$ cat src/rtl/core/dip_pkg.sv
// Package for the decimal id array parser.
// Holds element types, phase codes, character constants and the null-literal table.
// No dependencies; read before the interfaces and the top level.
package dip_pkg;

    // Element type codes written through the configuration channel.
    typedef enum logic [1:0] {
        ET_S32 = 2'd0,
        ET_S64 = 2'd1,
        ET_U32 = 2'd2,
        ET_U64 = 2'd3
    } elem_type_t;

    // Progress through the current element.
    typedef enum logic [1:0] {
        PH_START  = 2'd0,
        PH_MINUS  = 2'd1,
        PH_DIGITS = 2'd2,
        PH_SKIP   = 2'd3
    } phase_t;

    localparam logic [7:0] CHAR_COMMA = 8'h2C;
    localparam logic [7:0] CHAR_CLOSE = 8'h7D;
    localparam logic [7:0] CHAR_MINUS = 8'h2D;
    localparam logic [7:0] CHAR_ZERO  = 8'h30;
    localparam logic [7:0] CHAR_NINE  = 8'h39;

    // Byte position saturates here; the null literal is this long.
    localparam logic [2:0] POS_SAT  = 3'd6;
    localparam logic [2:0] POS_LAST = 3'd5;

    // Characters of the literal {NULL}, indexed by byte position.
    function automatic logic [7:0] null_char(input logic [2:0] pos);
        logic [7:0] ch;
        unique case (pos)
            3'd0:    ch = 8'h7B;
            3'd1:    ch = 8'h4E;
            3'd2:    ch = 8'h55;
            3'd3:    ch = 8'h4C;
            3'd4:    ch = 8'h4C;
            3'd5:    ch = 8'h7D;
            default: ch = 8'h00;
        endcase
        return ch;
    endfunction

endpackage

$ cat src/rtl/core/dip_if.sv
// Channel interfaces of the decimal id array parser: text bytes in, results out,
// and the configuration write channel. Depends on dip_pkg.
interface dip_text_if;
    logic       valid;
    logic       ready;
    logic [7:0] text_byte;
    logic       string_end;

    modport source (output valid, output text_byte, output string_end, input ready);
    modport sink   (input valid, input text_byte, input string_end, output ready);
endinterface

interface dip_result_if;
    logic        valid;
    logic        ready;
    logic [63:0] id_bits;
    logic        has_id;
    logic        conversion_error;
    logic        end_of_array;

    modport source (output valid, output id_bits, output has_id,
                    output conversion_error, output end_of_array, input ready);
    modport sink   (input valid, input id_bits, input has_id,
                    input conversion_error, input end_of_array, output ready);
endinterface

interface dip_cfg_if;
    import dip_pkg::*;
    logic       valid;
    logic       ready;
    elem_type_t element_type;

    modport source (output valid, output element_type, input ready);
    modport sink   (input valid, input element_type, output ready);
endinterface

$ cat src/rtl/core/decimal_id_array_parser_top.sv
// Top level of the decimal id array parser.
// Depends on dip_pkg and the channel interfaces in dip_if.sv.
//
// Usage: the text channel carries one character item per cycle; string_end
// marks the last byte of a brace-delimited array such as {1,-2,3}. Byte 0 is
// never part of an element; each later comma or close brace ends an element,
// but not the close brace of {NULL}. The result channel carries one item per
// ended element (value or error) or final byte, with end_of_array set for the
// final byte. After the first error of a string no further element items appear
// until the final byte. The configuration channel writes element_type; it is
// always ready and must only be written while no text item is offered and no
// result is pending. A change inside a string applies from the next byte on.
// Latency: a result is visible in the cycle after its byte is accepted.
// Throughput: one byte per cycle unless the receiver stalls; the per-byte state
// update (multiply by ten and add, range check) is combinational, and a single
// result register separates the two sides.
// When the receiver stalls, the result register holds and the text channel
// drops ready until the result is taken or that same cycle frees the register.
// Reset clears all parse state and sets element_type to signed 64-bit.
module decimal_id_array_parser_top
    import dip_pkg::*;
(
    input  logic              clk,
    input  logic              rst_n,
    dip_text_if.sink          text_in,
    dip_result_if.source      result_out,
    dip_cfg_if.sink           cfg
);

    // Configuration and parse state.
    elem_type_t  elem_type_reg;
    logic [2:0]  byte_pos_reg, byte_pos_next;
    logic        null_match_reg, null_match_next;
    phase_t      phase_reg, phase_next;
    logic [63:0] mag_reg, mag_next;
    logic        neg_reg, neg_next;
    logic        range_reg, range_next;
    logic        err_seen_reg, err_seen_next;

    // Result register.
    logic        out_valid_reg, out_valid_next;
    logic [63:0] id_bits_reg, id_bits_next;
    logic        has_id_reg, has_id_next;
    logic        conv_err_reg, conv_err_next;
    logic        end_reg, end_next;

    logic        accept;
    logic        last;
    logic [7:0]  ch;
    logic        is_digit;
    logic        is_delim;
    logic        active;
    logic        is_null;
    logic        end_elem;
    logic        emit;
    logic        signed_type;
    logic        null_char_ok;
    logic [67:0] acc_wide;
    logic        fin_err;
    logic        over_limit;
    logic [63:0] fin_value;

    assign cfg.ready     = 1'b1;
    assign text_in.ready = !out_valid_reg || result_out.ready;
    assign accept        = text_in.valid && text_in.ready;
    assign last          = text_in.string_end;
    assign ch            = text_in.text_byte;

    // Character classes and element boundary decode.
    assign is_digit     = (ch >= CHAR_ZERO) && (ch <= CHAR_NINE);
    assign is_delim     = (ch == CHAR_COMMA) || (ch == CHAR_CLOSE);
    assign signed_type  = (elem_type_reg == ET_S32) || (elem_type_reg == ET_S64);
    assign null_char_ok = (byte_pos_reg != POS_SAT) && (ch == null_char(byte_pos_reg));
    assign active       = (byte_pos_reg != 3'd0) && !err_seen_reg;
    assign is_null      = null_match_reg && null_char_ok && (byte_pos_reg == POS_LAST) && last;
    assign end_elem     = active && is_delim && !is_null;
    assign emit         = end_elem || last;

    // Decimal accumulate: ten times the magnitude plus the new digit, with carry-out.
    assign acc_wide = ({4'b0, mag_reg} << 3) + ({4'b0, mag_reg} << 1)
                    + {64'b0, ch[3:0]};

    // Range check of the element that ends on this byte.
    always_comb
    begin
        unique case (elem_type_reg)
            ET_S32:  over_limit = neg_reg ? (mag_reg > 64'h0000_0000_8000_0000)
                                          : (mag_reg > 64'h0000_0000_7FFF_FFFF);
            ET_S64:  over_limit = neg_reg ? (mag_reg > 64'h8000_0000_0000_0000)
                                          : mag_reg[63];
            ET_U32:  over_limit = neg_reg || (mag_reg[63:32] != 32'd0);
            ET_U64:  over_limit = neg_reg;
            default: over_limit = 1'b1;
        endcase
    end

    assign fin_err   = (phase_reg == PH_START) || (phase_reg == PH_MINUS)
                     || range_reg || over_limit;
    assign fin_value = neg_reg ? (64'd0 - mag_reg) : mag_reg;

    // Next parse state for an accepted byte.
    always_comb
    begin
        byte_pos_next   = byte_pos_reg;
        null_match_next = null_match_reg;
        phase_next      = phase_reg;
        mag_next        = mag_reg;
        neg_next        = neg_reg;
        range_next      = range_reg;
        err_seen_next   = err_seen_reg;

        if (accept) begin
            if (last) begin
                byte_pos_next   = 3'd0;
                null_match_next = 1'b1;
                err_seen_next   = 1'b0;
                phase_next      = PH_START;
                mag_next        = 64'd0;
                neg_next        = 1'b0;
                range_next      = 1'b0;
            end else begin
                if (byte_pos_reg != POS_SAT) begin
                    byte_pos_next = byte_pos_reg + 3'd1;
                end
                null_match_next = null_match_reg && null_char_ok;
                if (end_elem && fin_err) begin
                    err_seen_next = 1'b1;
                end
                if (active && is_delim) begin
                    phase_next = PH_START;
                    mag_next   = 64'd0;
                    neg_next   = 1'b0;
                    range_next = 1'b0;
                end else if (active) begin
                    unique case (phase_reg)
                        PH_START:
                        begin
                            if (is_digit) begin
                                mag_next   = {60'd0, ch[3:0]};
                                phase_next = PH_DIGITS;
                            end else if (ch == CHAR_MINUS && signed_type) begin
                                neg_next   = 1'b1;
                                phase_next = PH_MINUS;
                            end else begin
                                range_next = 1'b1;
                                phase_next = PH_SKIP;
                            end
                        end
                        PH_MINUS:
                        begin
                            if (is_digit) begin
                                mag_next   = {60'd0, ch[3:0]};
                                phase_next = PH_DIGITS;
                            end else begin
                                range_next = 1'b1;
                                phase_next = PH_SKIP;
                            end
                        end
                        PH_DIGITS:
                        begin
                            if (!is_digit) begin
                                phase_next = PH_SKIP;
                            end else if (!range_reg) begin
                                if (acc_wide[67:64] != 4'd0) begin
                                    range_next = 1'b1;
                                end else begin
                                    mag_next = acc_wide[63:0];
                                end
                            end
                        end
                        PH_SKIP:
                        begin
                        end
                        default:
                        begin
                        end
                    endcase
                end
            end
        end
    end

    // Next result register contents.
    always_comb
    begin
        out_valid_next = out_valid_reg && !result_out.ready;
        id_bits_next   = id_bits_reg;
        has_id_next    = has_id_reg;
        conv_err_next  = conv_err_reg;
        end_next       = end_reg;
        if (accept && emit) begin
            out_valid_next = 1'b1;
            has_id_next    = end_elem && !fin_err;
            conv_err_next  = end_elem && fin_err;
            id_bits_next   = (end_elem && !fin_err) ? fin_value : 64'd0;
            end_next       = last;
        end
    end

    // Control state.
    always_ff @(posedge clk or negedge rst_n)
    begin
        if (!rst_n) begin
            elem_type_reg  <= ET_S64;
            byte_pos_reg   <= 3'd0;
            null_match_reg <= 1'b1;
            phase_reg      <= PH_START;
            mag_reg        <= 64'd0;
            neg_reg        <= 1'b0;
            range_reg      <= 1'b0;
            err_seen_reg   <= 1'b0;
            out_valid_reg  <= 1'b0;
        end else begin
            if (cfg.valid) begin
                elem_type_reg <= cfg.element_type;
            end
            byte_pos_reg   <= byte_pos_next;
            null_match_reg <= null_match_next;
            phase_reg      <= phase_next;
            mag_reg        <= mag_next;
            neg_reg        <= neg_next;
            range_reg      <= range_next;
            err_seen_reg   <= err_seen_next;
            out_valid_reg  <= out_valid_next;
        end
    end

    // Result payload.
    always_ff @(posedge clk)
    begin
        id_bits_reg  <= id_bits_next;
        has_id_reg   <= has_id_next;
        conv_err_reg <= conv_err_next;
        end_reg      <= end_next;
    end

    assign result_out.valid            = out_valid_reg;
    assign result_out.id_bits          = id_bits_reg;
    assign result_out.has_id           = has_id_reg;
    assign result_out.conversion_error = conv_err_reg;
    assign result_out.end_of_array     = end_reg;

endmodule

$ cat src/flat_wrapper.sv
// flat-port wrapper written by rule: the top's interface ports become plain ports
module decimal_id_array_parser_top_flat import dip_pkg::*;
  (clk, rst_n, text_in_valid, text_in_text_byte, text_in_string_end, text_in_ready, result_out_valid, result_out_id_bits, result_out_has_id, result_out_conversion_error, result_out_end_of_array, result_out_ready, cfg_valid, cfg_element_type, cfg_ready);
  dip_text_if text_in_i ();
  dip_result_if result_out_i ();
  dip_cfg_if cfg_i ();
  input  logic clk;
  input  logic rst_n;
  input wire logic [$bits(text_in_i.valid)-1:0] text_in_valid;
  input wire logic [$bits(text_in_i.text_byte)-1:0] text_in_text_byte;
  input wire logic [$bits(text_in_i.string_end)-1:0] text_in_string_end;
  output wire logic [$bits(text_in_i.ready)-1:0] text_in_ready;
  output wire logic [$bits(result_out_i.valid)-1:0] result_out_valid;
  output wire logic [$bits(result_out_i.id_bits)-1:0] result_out_id_bits;
  output wire logic [$bits(result_out_i.has_id)-1:0] result_out_has_id;
  output wire logic [$bits(result_out_i.conversion_error)-1:0] result_out_conversion_error;
  output wire logic [$bits(result_out_i.end_of_array)-1:0] result_out_end_of_array;
  input wire logic [$bits(result_out_i.ready)-1:0] result_out_ready;
  input wire logic [$bits(cfg_i.valid)-1:0] cfg_valid;
  input wire logic [$bits(cfg_i.element_type)-1:0] cfg_element_type;
  output wire logic [$bits(cfg_i.ready)-1:0] cfg_ready;
  assign text_in_i.valid = text_in_valid;
  assign text_in_i.text_byte = text_in_text_byte;
  assign text_in_i.string_end = text_in_string_end;
  assign text_in_ready = text_in_i.ready;
  assign result_out_valid = result_out_i.valid;
  assign result_out_id_bits = result_out_i.id_bits;
  assign result_out_has_id = result_out_i.has_id;
  assign result_out_conversion_error = result_out_i.conversion_error;
  assign result_out_end_of_array = result_out_i.end_of_array;
  assign result_out_i.ready = result_out_ready;
  assign cfg_i.valid = cfg_valid;
  assign cfg_i.element_type = cfg_element_type;
  assign cfg_ready = cfg_i.ready;
  decimal_id_array_parser_top u_core (.clk(clk), .rst_n(rst_n), .text_in(text_in_i), .result_out(result_out_i), .cfg(cfg_i));
endmodule
$ cat config.mk
export PLATFORM = sky130hd
export DESIGN_NAME = decimal_id_array_parser_top_flat
export DESIGN_NICKNAME = d
export VERILOG_FILES = /design/src/rtl/core/dip_pkg.sv /design/src/rtl/core/dip_if.sv /design/src/rtl/core/decimal_id_array_parser_top.sv /design/src/flat_wrapper.sv
export SDC_FILE = /design/constraint.sdc
export NUM_CORES = 1
export LEC_CHECK = 0
export ABC_CLOCK_PERIOD_IN_PS = 9090
export BUFFER_PORTS_ARGS = -buffer_cell sky130_fd_sc_hd__buf_2
export CAP_MARGIN = 20
export CORE_ASPECT_RATIO = 0.8
export CORE_MARGIN = 8
export CORE_UTILIZATION = 60
export CTS_CLUSTER_DIAMETER = 60
export DETAILED_ROUTE_END_ITERATION = 12
export PLACE_DENSITY = 0.79
export SLEW_MARGIN = 10
export SYNTH_ARGS = -nofsm -noshare
export SYNTH_HDL_FRONTEND = slang
export SYNTH_SLANG_ARGS = --single-unit
$ cat constraint.sdc
create_clock -name clk -period 9.09 [get_ports clk]
set_input_delay 0.909 -clock clk [delete_from_list [all_inputs] [get_ports clk]]
set_output_delay 0.909 -clock clk [all_outputs]
set_load 0.02 [all_outputs]
Word-level counts from Yosys, hierarchy flattened:

Cells that the tools add are included.

* word-level logic and storage cells: 137
* register bits: 143
* bits of input ports: 16

* add/subtract/negate cells: 4
* eq/ne operators: 24
* reductions and logical operators: 48
* mux-type cells: 43
* magnitude comparators: 5

Operators with widths (number)
* 64-bit two-way mux: 8
* 64-bit case mux with 2 select lines: 1
* 67-bit by 65-bit adder with 68-bit output: 1
* 68-bit by 4-bit adder with 68-bit output: 1
* 64-bit by 31-bit greater-than comparator with 1-bit output (second input constant): 1
* 64-bit by 32-bit greater-than comparator with 1-bit output (second input constant): 1
* 64-bit greater-than comparator (second input constant): 1
* 1-bit by 64-bit subtractor with 64-bit output (first input constant): 1
* 7-bit case mux with 5 select lines: 1
* 32-bit nonzero test: 1
* 1-bit two-way mux: 22
* 8-bit by 6-bit == test with 1-bit output (second input constant): 2
* 4-bit != test (second input constant): 4
* 1-bit logical AND: 14
* 7-bit AND reduction: 2
* 2-bit two-way mux: 6
* 3-bit nonzero test: 4
* 8-bit by 7-bit == test with 1-bit output: 1
* 8-bit by 7-bit == test with 1-bit output (second input constant): 1
* 8-bit by 6-bit greater-or-equal comparator with 1-bit output (second input constant): 1
* 8-bit by 6-bit less-or-equal comparator with 1-bit output (second input constant): 1
* 1-bit logical OR: 8
* 4-bit by 3-bit != test with 1-bit output (second input constant): 2
* 4-bit nonzero test: 2
* other kinds (22): 37

Longest topological paths before layout:

Gate-level depths: netlist (run 1).

* depth in word-level cells: 13
* depth in mapped cells: 15
* mapped depth without buffers: 14

Worst setup path after synthesis (run 1):

No wires, ideal clock.

* path type: input port to flip-flop
* start point: input text_in_text_byte[3]
* end point: register u_core.mag_reg[11]
* buffers on the path: 1
* slack: 4.340 ns
* stages: 15
* arrival time: 4.683 ns
* library setup time: 0.066 ns
* path through: inv_1 > fa_1 > inv_1 > fa_1 > a211oi_1 > o21bai_1 > o22a_1 > a31o_2 > a22oi_1 > nor4_1 > or3b_2 > o211a_1 > a21oi_1 > buf_2 > a22o_1

* cells in the longest elaborated chain, start to end: 8

Ends and longest elaborated chain
* from (decl): RTL line flat_wrapper.sv:10 `input wire logic [$bits(text_in_i.text_byte)-1:0] text_in_text_byte;`
* 68-bit by 4-bit adder with 68-bit output: RTL line decimal_id_array_parser_top.sv:81 `+ {64'b0, ch[3:0]};`
* 64-bit two-way mux: RTL line decimal_id_array_parser_top.sv:164 `if (acc_wide[67:64] != 4'd0) begin`
* 64-bit two-way mux: RTL line decimal_id_array_parser_top.sv:163 `end else if (!range_reg) begin`
* 64-bit two-way mux: RTL line decimal_id_array_parser_top.sv:161 `if (!is_digit) begin`
* 64-bit case mux with 2 select lines: RTL line decimal_id_array_parser_top.sv:135 `unique case (phase_reg)`
* 64-bit two-way mux: RTL line decimal_id_array_parser_top.sv:134 `end else if (active) begin`
* 64-bit two-way mux: RTL line decimal_id_array_parser_top.sv:129 `if (active && is_delim) begin`
* 64-bit two-way mux: RTL line decimal_id_array_parser_top.sv:113 `if (last) begin`
* to (signal assigned): RTL line decimal_id_array_parser_top.sv:220 `mag_reg <= mag_next;`
* to (decl): RTL line decimal_id_array_parser_top.sv:35 `logic [63:0] mag_reg, mag_next;`

Parallel ways exist; a longest one is shown, timed or not. The select of a mux whose other input is x is not followed.
A chain may end at the register's enable or synchronous reset.

Worst setup path after layout (run 1):

* start point: input text_in_text_byte[3]
* end point: register u_core.mag_reg[60]

Same word-level chain as after synthesis.

==> flow_summary_export.csv, run 1 <==
group,metric,value,unit
power_and_ir_drop,clkPwrFrac,42.9,%
finish,mostFrequentLayoutCell,"ha_1",
timing,maxSlewHeadroom,25.2,%
drt,antenna_left,0,
worst_setup_path,worstPathArrival,6390,ps
logic_synthesis,synth-edff-count,67,
drt,wl,31700,µm
placed_design,gp_congestion,0.960,
clock_tree,post_cts_resized,0,
clock_tree,clock_path_buffers,2,
flow_run,drv_cap,0,
logic_synthesis,synth_flop_cell,"dfrtp_1",
global_route,grt-ovfl-total,0,
finish,area_growth,9.33,%
timing,finalMaxSlewViolations,0,
power_and_ir_drop,combPwrFrac,11.8,%
timing,fmax,166,MHz
drt,drt_iter0_drc,1216,
finish,final.fill_count,1591,
worst_setup_path,crit_path_end_kind,"flip-flop",
timing,rsz0062_at_grt,"no",
finish,layout-drive-gt1-share,11.0,%
worst_setup_path,cp_slowest_stage_delay,1030,ps
die,coreArea,0.0195,mm²
timing,finalCritPeriodShare,66.4,%
finish,final_area,0.0129,mm²
logic_synthesis,ys_warn_count,0,
die,die_h,141,µm
worst_setup_path,path_cells,"buf_2, inv_1, fa_1, inv_1, fa_1, a211oi_1, o21bai_1, o22a_1, a31o_2, a22oi_1, nor4_1, nor3_1, o211ai_1, nor4_4, buf_4, a32o_1",
global_route,antenna_found_initial,0,
drt,wl_per_cell,19.6,µm
status,status,"finished, final reports clean",
power_and_ir_drop,ir_drop,0.111,mV
finish,n_antenna_cell,0,
hold_path,holdPathStages,2,
global_route,grt_pass1_wl,51300,µm
logic_synthesis,seq_area_frac_synth,33.3,%
die,fp.dieW,173,µm
clock_tree,postCtsHoldBufs,0,
die,num_io_pins,86,
timing,worst_pin_slew,1110,ps
finish,final_util,66.0,%
clock_tree,post_cts_buffers,0,
logic_synthesis,synthesis.nets,1446,
die,start_util,60.4,%
clock_tree,cts.sinks,143,
die,rows,46,
global_route,grtUsageTotal,25.6,%
drt,drc,0,
logic_synthesis,ys_ff_latch,143,
worst_setup_path,crit_type,"in -> reg",
die,dieArea,0.0244,mm²
clock_tree,cts_buffers,17,
placed_design,place_area,0.0123,mm²
drt,viasPerCell,6.47,
logic_synthesis,async_flop_share,53.1,%
hold_path,hp-class,"reg -> reg",
global_route,grt_pass1_vias,9700,
finish,final_cell_mix,"ha_1, nor2_1, a21oi_1, nand2_1, buf_2",
worst_setup_path,rr_worst_depth,15,
power_and_ir_drop,p_sw,0.441,mW
worst_setup_path,critPathTopFamily,"compound AO/OA/AOI/OAI gates",
clock_tree,cts_root_buffer,"clkbuf_16",
logic_synthesis,syn_inst,1293,
timing,tns,0,ps
worst_setup_path,crit_path_top_delay_cell,"nor4_4",
power_and_ir_drop,intPower,1.14,mW
worst_setup_path,crit_required,9440,ps
worst_setup_path,cp_max_fo,41,
finish,finalNetCount,1494,
worst_setup_path,cp-start-kind,"input port",
logic_synthesis,synth.distinct_cells,76,
power_and_ir_drop,power_frac_seq,45.3,%
timing,postLayoutSetupSlackWorst,3060,ps
worst_setup_path,cp_num_buf_inv,4,
timing,final_hold_viol_count,0,
logic_synthesis,avgSynthCellArea,9.11,µm²
timing,whs,510,ps
clock_tree,clkSlewWorstSetupHoldPaths,60,ps
power_and_ir_drop,power_density,123,mW/mm²
clock_tree,htree_num_levels,4,
clock_tree,cts_tree,"built",
logic_synthesis,synth_area,0.0118,mm²
placed_design,place_ws,2800,ps
timing,finClkSkew,13.8,ps
clock_tree,insertion_delay,430,ps
placed_design,io_buffer_count,84,
worst_setup_path,cp_num_cells,16,
drt,drt-pass1-iter-count,5,
power_and_ir_drop,leakagePower,6.12,nW
global_route,grt_max_degree,77,
timing,fin_crit,6030,ps
placed_design,hpwl,23700,µm
power_and_ir_drop,p_sw_share,27.8,%
timing,setup_viol_count_final,0,
drt,vias,10472,
## cell type report
type                    count  area (µm²)  area share, %
multi-input cells        1046        7440           57.7
flip-flops and latches    143        3920           30.4
repair buffers             90         468           3.63
clock buffers              19         433           3.36
well taps                 264         330           2.57
inverters                  43         161           1.25
clock inverters            13         130           1.01
## Yosys cell counts (26+ instances only)
cell	count	area [µm²]
a22o_1	57	499
o21ai_0	77	385
edfxtp_1	67	2010
xor2_1	79	692
xnor2_1	37	324
nand2_1	93	349
nor3_1	26	130
inv_1	43	161
ha_1	135	1690
clkbuf_1	46	173
a21oi_1	99	495
dfrtp_1	74	1850
nor2_1	125	469
a21o_1	29	218
## per-stage QoR
stage	instances	power, mW
global placement	1586	0.908
global route	1618	1.63
floorplan	1293	0.848
finish	1618	1.58
detailed placement	1586	0.912
CTS	1618	1.58
## tightest hold or removal path, cell delays in order (launching register included)
cell and delay (ps):
dfstp_2 380, nand2_1 50, nand3_1 70
## kinds of logic (layout without fill, tap and decap cells)
logic type	after synthesis	after routing	synth area share [%]
other	1	1	0.0318
AO/OA/AOI/OAI	396	396	22.7
XOR/XNOR	116	116	8.63
adder cells (fa/ha/maj)	137	137	14.7
AND/OR/NAND/NOR	386	386	16.0
flip-flops	143	143	33.3
multiplexers	10	10	0.903
buffers and inverters	104	165	3.80
## metal layers
metal	track usage (%)	part of all wire (%)	vias up
met5	0	0	-
li1	-	-	4943
met1	35.9	46	5034
met2	39.7	44	438
met4	8.18	2.4	0
met3	4.46	7.6	57
## path summary, 6_finish.rpt
path	startpoint	endpoint	slack [ps]
setup / recovery	text_in_text_byte[3]	u_core.mag_reg[60]	3060
hold / removal	u_core.null_match_reg	u_core.null_match_reg	510
setup reg to reg	u_core.mag_reg[0]	u_core.mag_reg[60]	3150
hold reg to reg	u_core.null_match_reg	u_core.null_match_reg	510
max in group asynchronous	rst_n	u_core.neg_reg	7750
min in group asynchronous	rst_n	u_core.mag_reg[20]	640
## power by group through the flow
stage	Clock [mW]	Sequential, mW	Combinational (mW)
2_1_floorplan	0	0.739	0.109
3_3_place_gp	0	0.729	0.179
3_5_place_dp	0	0.729	0.183
4_1_cts	0.681	0.717	0.184
5_1_grt	0.711	0.719	0.203
6_report	0.679	0.717	0.187
Note: power is estimated with default switching activity, not from simulation.
==> run 2: changes to the inputs <==
- ABC_CLOCK_PERIOD_IN_PS: 9090 -> 5100
- CORE_UTILIZATION: 60 -> 56
- PLACE_DENSITY: 0.79 -> 0.78
- clock period: 9.09 -> 5.1 ns (I/O delays scaled with it)
==> run 2 against run 1 <==
  * Sequential share of layout area shrank 0.19 points
  * Critical path depth down 1
  * Clock skew decreased by 1.2 ps
  * Register-to-register slack worse by 2800 ps
  * Worst setup slack worse by 2700 ps
  * Routed wire length grew 0.87%
  * Sequential power grew 79%
  * Combinational power grew 79%
  * Design area increased by 0.62%
  * Critical path type is now reg -> reg
  * Critical endpoint is now u_core.mag_reg[9]
==> flow_summary_export.csv, run 2 (same netlist as run 1, synthesis figures left out) <==
group,metric,value,unit
die,start_util,57.1,%
worst_setup_path,r2r_end,"u_core.mag_reg[9]",
die,num_io_pins,86,
clock_tree,cts_buffers,17,
finish,final_area,0.0130,mm²
global_route,grt_max_degree,77,
die,rows,47,
die,dieArea,0.0260,mm²
clock_tree,cts_root_buffer,"clkbuf_16",
global_route,grt_pass1_wl,51700,µm
status,status,"finished, final reports clean",
drt,drc,0,
drt,wl,31900,µm
finish,mostFrequentLayoutCell,"ha_1",
finish,regArea,0.00392,mm²
drt,drt-pass1-iter-count,5,
timing,postLayoutSetupSlackWorst,389,ps
clock_tree,htree_num_levels,4,
timing,setup_viol_count_final,0,
finish,area_growth,10.0,%
global_route,grt_pass1_vias,10001,
clock_tree,postCtsHoldBufs,0,
clock_tree,post_cts_buffers,0,
drt,antenna_left,0,
power_and_ir_drop,power_density,218,mW/mm²
die,fp.dieW,178,µm
timing,tns,0,ps
die,die_h,146,µm
global_route,grt-ovfl-total,0,
finish,n_antenna_cell,0,
drt,vias,10454,
clock_tree,clkSlewWorstSetupHoldPaths,60,ps
hold_path,hp-class,"in -> async",
drt,drt_iter0_drc,1082,
timing,finalMaxSlewViolations,0,
placed_design,place_ws,107,ps
finish,multi_input_area,0.00744,mm²
timing,fmax,212,MHz
finish,finalNetCount,1502,
worst_setup_path,crit_type,"reg -> reg",
placed_design,io_buffer_count,84,
flow_run,drv_cap,0,
global_route,antenna_found_initial,0,
worst_setup_path,cp_max_fo,38,
placed_design,hpwl,24000,µm
worst_setup_path,rr_worst_depth,15,
timing,rsz0062_at_grt,"no",
worst_setup_path,cp-start-kind,"flip-flop",
finish,final_cell_mix,"ha_1, nor2_1, a21oi_1, nand2_1, buf_2",
placed_design,dp_cells,1598,
worst_setup_path,rrSetupSlack,390,ps
clock_tree,cts.sinks,143,
placed_design,place_area,0.0124,mm²
die,coreArea,0.0206,mm²
timing,finalCritPeriodShare,92.4,%
worst_setup_path,crit_required,5420,ps
finish,layout-drive-gt1-share,11.5,%
timing,finClkSkew,12.6,ps
timing,fin_crit,4710,ps
clock_tree,insertion_delay,430,ps
worst_setup_path,crit_path_end_kind,"flip-flop",
timing,maxSlewHeadroom,39.9,%
drt,wl_per_cell,19.6,µm
clock_tree,post_cts_resized,0,
drt,viasPerCell,6.41,
worst_setup_path,worstPathArrival,5030,ps
clock_tree,cts_tree,"built",
clock_tree,clock_path_buffers,2,
finish,layoutNonFillerInstCount,1631,
worst_setup_path,r2r_start,"u_core.mag_reg[2]",
timing,final_hold_viol_count,0,
finish,final_util,62.8,%
placed_design,gp_congestion,0.967,
finish,final.fill_count,1727,
timing,worst_pin_slew,879,ps
power_and_ir_drop,leakagePower,6.16,nW
power_and_ir_drop,power.total,2.83,mW
power_and_ir_drop,ir_drop,0.178,mV
timing,whs,33.0,ps
global_route,grtUsageTotal,24.3,%
==> run 2: changes by cell type in the layout (fill, tap and decap cells not counted), moves of 2 or more <==
cell        delta
clkinv_4       +3
clkinvlp_4     -2
buf_4          +7
inv_6          -3
==> run 2: final cells by class <==
type                            count  share of cell area [%]
Sequential cell                   143                    30.2
Clock buffer                       21                    3.48
Timing Repair Buffer               98                    4.17
Tap cell                          269                    2.60
Clock inverter                     11                   0.840
Inverter                           43                    1.25
Multi-Input combinational cell   1046                    57.4
==> run 2: how the worst max path moves through the flow <==
stage / to / from / slack, ps / cells after the start
finish: u_core.mag_reg[9] / u_core.mag_reg[2] / 390 / 15
global route: u_core.mag_reg[9] / u_core.mag_reg[2] / 110 / 15
CTS: u_core.mag_reg[9] / u_core.mag_reg[2] / 280 / 15
detailed placement: u_core.mag_reg[9] / text_in_text_byte[3] / 110 / 16
global placement: u_core.mag_reg[9] / text_in_text_byte[3] / 350 / 16
floorplan: u_core.mag_reg[11] / text_in_text_byte[3] / 750 / 15
==> run 2: power by group <==
group	switching (mW)	leakage [nW]	total, mW	internal (mW)
registers	0.0298	1.69	1.28	1.25
clock network	0.529	0.260	1.22	0.688
logic	0.222	4.22	0.334	0.112
total	0.780	6.16	2.83	2.05
==> run 2: per-layer routing <==
| layer | vias to the layer above | global-route usage (%) | share of wire [%] |
|---|---|---|---|
| li1 | 4973 | - | - |
| met1 | 5040 | 33.9 | 46 |
| met2 | 402 | 38.2 | 46 |
| met3 | 39 | 4.15 | 6.7 |
| met4 | 0 | 6.12 | 1.6 |
| met5 | - | 0 | 0 |
==> run 2: worst max-delay path, cell delays in order (launching register included) <==
cell,delay (ps)
dfrtp_1,490
inv_1,100
fa_1,480
inv_1,70
ha_1,300
a211oi_1,80
o211ai_1,310
a31o_2,250
nor4b_1,420
a21oi_1,250
o31ai_2,470
a31oi_1,190
o211ai_1,440
nor4_4,100
buf_4,300
a32o_1,310
==> run 3: changes to the inputs <==
- CORE_UTILIZATION: 56 -> 30
- PLACE_DENSITY: 0.78 -> not set
==> run 3 against run 2 <==
  * Register-to-register slack better by 140 ps
  * Worst hold slack better by 18 ps
  * Maximum frequency up 3.0%
  * Clock skew down 1.4 ps
  * Cell count up 14%
  * Count of clock-buffer cells in the layout down 3
  * Largest cell class unchanged
  * Largest power group is now clock
==> flow_summary_export.csv, run 3 (same netlist as run 1, synthesis figures left out) <==
group,metric,value,unit
finish,n_antenna_cell,0,
die,fp.dieW,238,µm
global_route,antenna_found_initial,0,
status,status,"finished, final reports clean",
clock_tree,htree_num_levels,4,
worst_setup_path,rr_worst_depth,15,
drt,viasPerCell,5.45,
worst_setup_path,critPathTopFamily,"compound AO/OA/AOI/OAI gates",
drt,drt_iter0_drc,821,
finish,layout-drive-gt1-share,11.6,%
clock_tree,cts_root_buffer,"clkbuf_16",
placed_design,hpwl,25500,µm
global_route,grt_pass1_wl,54500,µm
finish,layoutNonFillerInstCount,1866,
worst_setup_path,cp_max_fo,32,
global_route,grt_max_degree,46,
power_and_ir_drop,power_density,226,mW/mm²
timing,maxSlewHeadroom,37.7,%
clock_tree,post_cts_buffers,0,
placed_design,place_ws,451,ps
placed_design,dp_cells,1833,
drt,vias,10165,
die,dieArea,0.0459,mm²
drt,antenna_left,0,
worst_setup_path,cp_num_buf_inv,3,
finish,final_cell_mix,"ha_1, nor2_1, a21oi_1, nand2_1, buf_2",
finish,finalNetCount,1504,
die,die_h,193,µm
clock_tree,insertion_delay,440,ps
worst_setup_path,path_cells,"inv_1, fa_1, inv_1, fa_1, a211oi_1, o21bai_1, o22a_1, a31o_2, a22oi_1, nor4_1, nor3_1, o211ai_1, nor4_4, buf_4, a32o_1",
clock_tree,clkSlewWorstSetupHoldPaths,70,ps
worst_setup_path,rrSetupSlack,520,ps
clock_tree,postCtsHoldBufs,0,
global_route,grt-ovfl-total,0,
timing,finClkSkew,11.2,ps
global_route,grt_pass1_vias,9918,
die,start_util,30.2,%
finish,area_growth,13.3,%
die,rows,65,
clock_tree,cts_buffers,17,
drt,wl,33500,µm
global_route,grtUsageTotal,14.5,%
timing,rsz0062_at_grt,"no",
drt,drt-pass1-iter-count,5,
timing,tns,0,ps
timing,worst_pin_slew,935,ps
power_and_ir_drop,ir_drop,0.210,mV
clock_tree,post_cts_resized,0,
drt,drc,0,
hold_path,hp-class,"in -> async",
timing,fin_crit,4580,ps
placed_design,gp_congestion,0.907,
worst_setup_path,r2r_start,"u_core.mag_reg[2]",
power_and_ir_drop,leakagePower,6.24,nW
die,coreArea,0.0390,mm²
finish,final.fill_count,3992,
die,num_io_pins,86,
clock_tree,cts_tree,"built",
timing,setup_viol_count_final,0,
worst_setup_path,crit_type,"reg -> reg",
worst_setup_path,crit_path_end_kind,"flip-flop",
worst_setup_path,worstPathArrival,4950,ps
flow_run,drv_cap,0,
worst_setup_path,cp_slowest_stage_delay,500,ps
clock_tree,clock_path_buffers,2,
worst_setup_path,cp-start-kind,"flip-flop",
worst_setup_path,r2r_end,"u_core.mag_reg[48]",
timing,finalCritPeriodShare,89.7,%
drt,wl_per_cell,18.0,µm
timing,finalMaxSlewViolations,0,
timing,postLayoutSetupSlackWorst,524,ps
placed_design,io_buffer_count,84,
worst_setup_path,crit_path_top_delay_cell,"dfrtp_1",
clock_tree,cts.sinks,143,
finish,mostFrequentLayoutCell,"ha_1",
finish,final_util,34.2,%
timing,final_hold_viol_count,0,
worst_setup_path,crit_required,5480,ps
timing,fmax,219,MHz
-- run 3: metal layers --
layer | vias to the layer above | track usage, % | share of wire [%]
met5 | - | 0 | 0
met4 | 0 | 4.30 | 2.0
met3 | 36 | 2.57 | 5.0
met2 | 241 | 23.0 | 46
met1 | 4941 | 19.9 | 47
li1 | 4947 | - | -
-- run 3: worst max path at each step --
stage	startpoint	to	slack [ps]	cells past startpoint
after detailed placement	text_in_text_byte[3]	u_core.mag_reg[48]	450	16
final	u_core.mag_reg[2]	u_core.mag_reg[48]	520	15
after global placement	text_in_text_byte[3]	u_core.mag_reg[3]	600	16
after floorplan	text_in_text_byte[3]	u_core.mag_reg[11]	750	15
after global routing	u_core.mag_reg[2]	u_core.mag_reg[1]	130	15
after CTS	u_core.mag_reg[0]	u_core.mag_reg[48]	560	15
-- run 3: layout make-up --
class | count | area, µm² | share of cell area (%)
well taps | 502 | 628 | 4.71
clock inverters | 14 | 214 | 1.60
flip-flops and latches | 143 | 3920 | 29.4
repair buffers | 100 | 561 | 4.20
inverters | 43 | 161 | 1.21
multi-input cells | 1046 | 7440 | 55.7
clock buffers | 18 | 429 | 3.22
-- run 3: metrics by stage --
step | hold slack (ps) | power (mW) | instance area (µm²)
5_1_grt | 81.8 | 3.13 | 13300
2_1_floorplan | 214 | 1.51 | 11800
3_5_place_dp | 516 | 1.63 | 12700
4_1_cts | 55.3 | 3.05 | 13300
6_report | 51.3 | 3.02 | 13300
3_3_place_gp | 495 | 1.63 | 12700
-- run 3: where the power goes --
| part | total (mW) | internal, mW | switching, mW |
|---|---|---|---|
| sequential | 1.28 | 1.25 | 0.0304 |
| clock | 1.41 | 0.869 | 0.537 |
| combinational | 0.333 | 0.112 | 0.221 |
